File: src/rtl/core/mrq_pkg.sv
// ----------------------------------------------------------------------------
// mrq_pkg: shared constants and types of the message ring queue
// Sizes of the store, field widths, command and status codes, and the
// command and status bundles between controller and datapath.
// ----------------------------------------------------------------------------
`default_nettype none

package mrq_pkg;

  // store geometry
  localparam int SLOTS     = 16;
  localparam int MAX_BYTES = 64;
  localparam int SLOT_W    = $clog2(SLOTS);
  localparam int CNT_W     = $clog2(SLOTS + 1);
  localparam int ADDR_W    = $clog2(SLOTS * MAX_BYTES);

  // fixed field widths
  localparam int CMD_W     = 2;
  localparam int BYTE_W    = 8;
  localparam int LEN_W     = 7;
  localparam int STAT_W    = 2;
  localparam int SLOTCFG_W = 5;
  localparam int CFG_IDX_W = 1;
  localparam int CFG_W     = 7;

  // register reset values
  localparam logic [SLOTCFG_W-1:0] SLOTS_RESET   = SLOTCFG_W'(16);
  localparam logic [LEN_W-1:0]     MAXLEN_RESET  = LEN_W'(64);
  localparam logic [LEN_W-1:0]     LEN_SATURATE  = LEN_W'(127);

  // configuration register indexes
  localparam logic [CFG_IDX_W-1:0] CFG_SLOTS_IN_USE = 1'd0;
  localparam logic [CFG_IDX_W-1:0] CFG_MAX_BYTES    = 1'd1;

  // request commands
  localparam logic [CMD_W-1:0] CMD_PUSH  = 2'd0;
  localparam logic [CMD_W-1:0] CMD_POP   = 2'd1;
  localparam logic [CMD_W-1:0] CMD_CLEAR = 2'd2;

  // result status codes
  localparam logic [STAT_W-1:0] ST_OK       = 2'd0;
  localparam logic [STAT_W-1:0] ST_FULL     = 2'd1;
  localparam logic [STAT_W-1:0] ST_TOO_LONG = 2'd2;
  localparam logic [STAT_W-1:0] ST_EMPTY    = 2'd3;

  // controller to datapath
  typedef struct packed {
    logic fire;       // request accepted this cycle
    logic load_byte;  // move the fetched pop byte into the output register
  } ctl_cmd_t;

  // datapath to controller
  typedef struct packed {
    logic res_now;    // accepted request yields one result at once
    logic pop_start;  // accepted request starts a byte stream
    logic pop_last;   // byte being loaded is the last of the stream
  } dp_stat_t;

endpackage

`default_nettype wire

File: src/rtl/core/mrq_ctrl.sv
// ----------------------------------------------------------------------------
// mrq_ctrl: request sequencer of the message ring queue
// Gates request acceptance, owns the output valid flag and steps through
// the bytes of a pop.
// ----------------------------------------------------------------------------
`default_nettype none

module mrq_ctrl (
  input  wire logic              clk_i,
  input  wire logic              rst_ni,
  input  wire logic              in_valid_i,
  output logic                   in_ready_o,
  output logic                   out_valid_o,
  input  wire logic              out_ready_i,
  input  wire mrq_pkg::dp_stat_t stat_i,
  output mrq_pkg::ctl_cmd_t      cmd_o
);

  import mrq_pkg::*;

  typedef enum logic {
    S_IDLE,
    S_POP
  } state_e;

  state_e state_q;
  logic   out_valid_q;
  logic   out_free;
  logic   fire;
  logic   load_byte;

  // output register is free when empty or being taken now
  assign out_free   = !out_valid_q || out_ready_i;
  assign in_ready_o = (state_q == S_IDLE) && out_free;
  assign fire       = in_valid_i && in_ready_o;
  assign load_byte  = (state_q == S_POP) && out_free;

  assign cmd_o.fire      = fire;
  assign cmd_o.load_byte = load_byte;
  assign out_valid_o     = out_valid_q;

  // hold state and output valid
  always_ff @(posedge clk_i or negedge rst_ni) begin
    if (!rst_ni) begin
      state_q     <= S_IDLE;
      out_valid_q <= 1'b0;
    end else begin
      unique case (state_q)
        S_IDLE: begin
          if (fire && stat_i.pop_start) begin
            state_q <= S_POP;
          end
        end
        S_POP: begin
          if (load_byte && stat_i.pop_last) begin
            state_q <= S_IDLE;
          end
        end
        default: state_q <= S_IDLE;
      endcase

      if ((fire && stat_i.res_now) || load_byte) begin
        out_valid_q <= 1'b1;
      end else if (out_ready_i) begin
        out_valid_q <= 1'b0;
      end
    end
  end

endmodule

`default_nettype wire

File: config.mk
export PLATFORM = sky130hd
export DESIGN_NAME = mrq_ctrl
export DESIGN_NICKNAME = d
export VERILOG_FILES = /design/src/rtl/core/mrq_pkg.sv /design/src/rtl/core/mrq_ctrl.sv
export SDC_FILE = /design/constraint.sdc
export NUM_CORES = 1
export LEC_CHECK = 0
export BUFFER_PORTS_ARGS = -buffer_cell sky130_fd_sc_hd__buf_2
export CORE_AREA = 2 2 39 41
export DETAILED_ROUTE_END_ITERATION = 16
export DIE_AREA = 0 0 41 43
export GPL_TIMING_DRIVEN = 1
export HOLD_SLACK_MARGIN = 0.15
export PLACE_DENSITY_LB_ADDON = 0.15
export SLEW_MARGIN = 10
export SYNTH_ARGS = -nofsm -noshare
export SYNTH_HDL_FRONTEND = slang
export SYNTH_SLANG_ARGS = --single-unit
File: constraint.sdc
create_clock -name clk_i -period 2.65 [get_ports clk_i]
set_input_delay 0.265 -clock clk_i [delete_from_list [all_inputs] [get_ports clk_i]]
set_output_delay 0.265 -clock clk_i [all_outputs]
set_load 0.02 [all_outputs]
======== Word level (Yosys, flattened, before mapping) ========
Index checks and enable logic that the tools add are counted.
operators by class
  $mul .................................... 0
  shift operators ......................... 0
  add/subtract/negate cells ............... 0
  divide/modulo/power cells ............... 0
  muxes and demuxes ....................... 5
  bitwise gates (word level) .............. 1
  reductions and logical operators ........ 10
  equal/unequal tests ..................... 0
  $lt $le $gt $ge ......................... 0
operator list
  cell                                   count
  1-bit logical AND                      6
  1-bit two-way mux                      4
  1-bit logical OR                       2
  1-bit one-hot mux with 2 select lines  1
  2-bit nonzero test                     1
  1-bit zero test                        1
  1-bit inverter                         1
word-level totals
  memory bits (writable) .................. 0
  bits in read-only memories .............. 0
  flip-flop bits (word level) ............. 2
  bits in latches ......................... 0
  word-level logic and storage cells ...... 18
  memories ................................ 0
  input port bits ......................... 7

======== Logic depth before layout (Yosys ltp) ========
  word-level depth ........................ 7
  depth in mapped cells ................... 4

======== Least setup slack after synthesis ========
No wires, ideal clock.
  path type ............................... register to output
  from .................................... reg out_valid_q, in the netlist out_valid_o
  to ...................................... out cmd_o[1] (netlist bit)
  data required time ...................... 2.385 ns
  stages on the path, launching flop included .. 5
  data arrival time ....................... 1.062 ns
  slack ................................... 1.323 ns
  cell sequence ........................... dfrtp_1 > nand2b_4 > nor2b_4 > and2_4 > buf_4
between the ends
  word-level cells in the longest chain between the ends .. 4
RTL lines
  what                    line            source
  from (decl)             mrq_ctrl.sv:27  logic out_valid_q;
  from (signal assigned)  mrq_ctrl.sv:46  out_valid_q <= 1'b0;
  from (signal assigned)  mrq_ctrl.sv:63  out_valid_q <= 1'b1;
  from (signal assigned)  mrq_ctrl.sv:65  out_valid_q <= 1'b0;
  1-bit zero test         mrq_ctrl.sv:33  assign out_free = !out_valid_q || out_ready_i;
  1-bit logical OR        mrq_ctrl.sv:33
  1-bit logical AND       mrq_ctrl.sv:34  assign in_ready_o = (state_q == S_IDLE) && out_free;
  via in_ready_o          mrq_ctrl.sv:12  output logic in_ready_o,
  1-bit logical AND       mrq_ctrl.sv:35  assign fire = in_valid_i && in_ready_o;
  to (decl)               mrq_ctrl.sv:16  output mrq_pkg::ctl_cmd_t cmd_o
The timed path passes the listed nets, and every way through them passes these cells.

==> results by group <==
Global routing
  • Initial antenna violation count: 0
  • Via count of the first global-routing pass: 114
  • Grt total ovfl: 0
  • First-pass GRT wire length: 420 um
  • Global Route Usage Sum: 4.514%
  • Largest net degree at the start of global routing: 4

Placement
  • Port Buffers: 10
  • HPWL Detailed: 259.2 um
  • Placed Cells: 36
  • Post-DP Area: 187.7 um2
  • Gpl congestion: 0.6472

Layout
  • Fill count: 163
  • Post-route cell area: 220.2 um2
  • Share of layout cells above drive strength 1: 75.00%
  • Post-Layout Cell Count: 40
  • Sequential cell area: 50.05 um2
  • Antenna diode count: 0
  • Layout Utilization: 15.91%
  • Total Nets Final: 33
  • Area of the multi-input gates: 67.56 um2
  • Area grow syn2layout: 66.04%

Logic synthesis
  • Mapped Area: 132.6 um2
  • Most used DFF post-synth: dfrtp_1
  • Syn Nets: 19
  • Synth Area in XOR/XNOR: 0%
  • Share of flip-flops with an asynchronous set or reset: 100.0%
  • Post-Syn Instances: 12
  • Compound-gate portion of the synthesized area: 11.32%
  • Simple-Gate Fraction of Synth Area: 39.62%
  • Synth area leaders: dfrtp_1 38%, and2_4 13%, buf_4 11%, nand2b_4 10%, nor2b_4 10%
  • Mux share of post-synthesis cell area: 0%
  • Top cells by count, synth: 2 x and2_4, 2 x buf_4, 2 x dfrtp_1, 2 x nand2_1
  • Avg Cell Area, Syn: 11.05 um2
  • Unique masters post-synth: 8
  • #FFs+latches synth: 2
  • Yosys top cell by area: dfrtp_1
  • Yosys warns: 0
  • Largest family of logic cells by synthesized area: simple AND/OR/NAND/NOR gates
  • EDFF count, synth: 0
  • Synth Area in Adders: 0%
  • Top-area cell type share of the netlist area: 37.74%
  • Sequential fraction of the synthesis area: 37.74%

Power
  • Internal: 0.1428 mW
  • Total design power: 0.2325 mW
  • Switch share: 38.61%
  • Maximum VDD drop: 0.2428 mV
  • Combinational share of power: 45.8%
  • Total power per unit cell area: 1056 nW/um2
  • Psw: 0.08977 mW
  • Sequential power share: 25.6%
  • Leakage: 0.1150 nW
  • Clock power share: 28.6%

Floorplan
  • Die Height: 43 um
  • Core box area: 1384 um2
  • Die ar.: 1763 um2
  • Starting Density: 9.584%
  • IO Pins: 11
  • Rows: 14
  • Die width: 41 um

Worst setup path
  • R2r startpoint: out_valid_o$_DFFE_PN0P_
  • R2r endpoint: out_valid_o$_DFFE_PN0P_
  • CP Cell Sequence: nand2b_4, nor2b_4, and2_4, buf_2
  • Critical Path Start Type: flop
  • Crit-path max FO: 3
  • CP peak stage delay: 390 ps
  • Worst r2r path cells: 3
  • WS Path Type: reg2out
  • Worst path slowest cell: dfrtp_1
  • Worst EP arrival: 1130 ps
  • Launch point of the critical path: out_valid_o$_DFFE_PN0P_
  • CP Data Required Time: 2380 ps
  • Critical Path End Type: output port
  • Register-to-Register Setup Slack: 1830 ps

Drt
  • Post-route DRC: 0
  • Routed length per placed instance: 7.775 um
  • Vias: 123
  • Initial DRT Pass Iterations: 2
  • DRT iter0 DRCs: 2
  • Routed WL: 311 um
  • DRT antenna net count: 0
  • Vias/cell: 3.075

Min path
  • Hold Path Sink: state_q$_DFF_PN0_
  • Hold path start: stat_i[0]
  • Min-Delay Path Class: in2reg
  • Hold path cells: 2

CTS
  • Post-CTS Setup Repair Bufs: 0
  • CTS tree: done
  • Clock root buffer: clkbuf_4
  • CTS max path bufs: 2
  • Clock-pin slew on the worst setup and hold paths: 30 ps
  • Worst-Skew Late Latency: 220 ps
  • Num CTS Buffers: 3
  • Clk sink count: 2
  • Post_cts resized: 0
  • H-tree Lvls: 1

Timing
  • Fin. Hold Viols: 0
  • Setup_tns: 0 ps
  • Max Clk Rate: 716.5 MHz
  • Max transition margin: 87.76%
  • Final period util: 52.67%
  • Slew @ Worst Pin: 182.8 ps
  • Final Critical Period: 1396 ps
  • RSZ-0062 raised after global routing: no
  • Endpoints failing setup: 0
  • Slew Viols, Final: 0
  • Clock skew: 1.020 ps

Outcome
  • Outcome: finished clean

Run
  • Max Cap Viol: 0
## power groups by stage
stage               logic, mW  registers [mW]  clock network [mW]
floorplan              0.0821          0.0643                   0
global placement        0.106          0.0589                   0
detailed placement      0.107          0.0595                   0
CTS                     0.109          0.0594              0.0707
global route            0.114          0.0604              0.0735
finish                  0.107          0.0595              0.0665
## kinds of logic (layout without fill, tap and decap cells)
| kind of cell | count (synthesis) | count (layout) |
|---|---|---|
| and+or+nand+nor | 6 | 6 |
| DFF | 2 | 2 |
| AOI/OAI and AO/OA | 2 | 2 |
| buffers and inverters | 2 | 14 |
## area by class of cell
cell class                      instances  area share [%]
Clock buffer                            3           10.23
Sequential cell                         2           22.73
Multi-Input combinational cell          8           30.68
Tap cell                               16           9.091
Timing Repair Buffer                   11           27.27
## metal layers
metal	vias up	share of wire [%]	routed length (um)	GRT usage, %
met5	-	0	0	0
met4	0	2.6	8	8.000
met3	2	14	44	3.141
met2	11	35	109	3.438
met1	49	48	148	5.128
li1	61	-	-	-
## critical path: cells and delay by family (launching register included)
family,cells,cell delay (ps)
buf+inv,1,150
flops,1,390
simple gates,3,370
## metrics by stage
stage,worst slack (ps),hold slack [ps]
finish,1254,212.8
global route,1199,207.4
CTS,1240,206.9
detailed placement,1462,52.88
global placement,1470,51.54
floorplan,1323,-30.59
## repair_timing
| action | 4_1_cts | 5_1_grt |
|---|---|---|
| endpoints found under the setup margin | 0 | 0 |
| hold buffers | 1 | 0 |
| endpoints found under the hold margin | 2 | 0 |
## how the worst max path moves through the flow
stage | endpoint | depth (start not counted)
finish | cmd_o[1] | 4
CTS | cmd_o[1] | 4
global placement | cmd_o[1] | 5
global route | cmd_o[1] | 4
detailed placement | cmd_o[1] | 5
floorplan | cmd_o[1] | 4
## state kept, by name, summed over array words and instances (netlist names)
register,flops
out_valid_o,1
state_q,1
## placed cells by master, fill, tap and decap left out
cell	count
a21oi_2	1
dfrtp_1	2
nand2_1	2
nor2b_4	1
dlygate4sd3_1	1
clkbuf_4	3
a31oi_1	1
nand2b_4	1
buf_2	10
and2_4	2
Power figures use the tool's default switching activity.
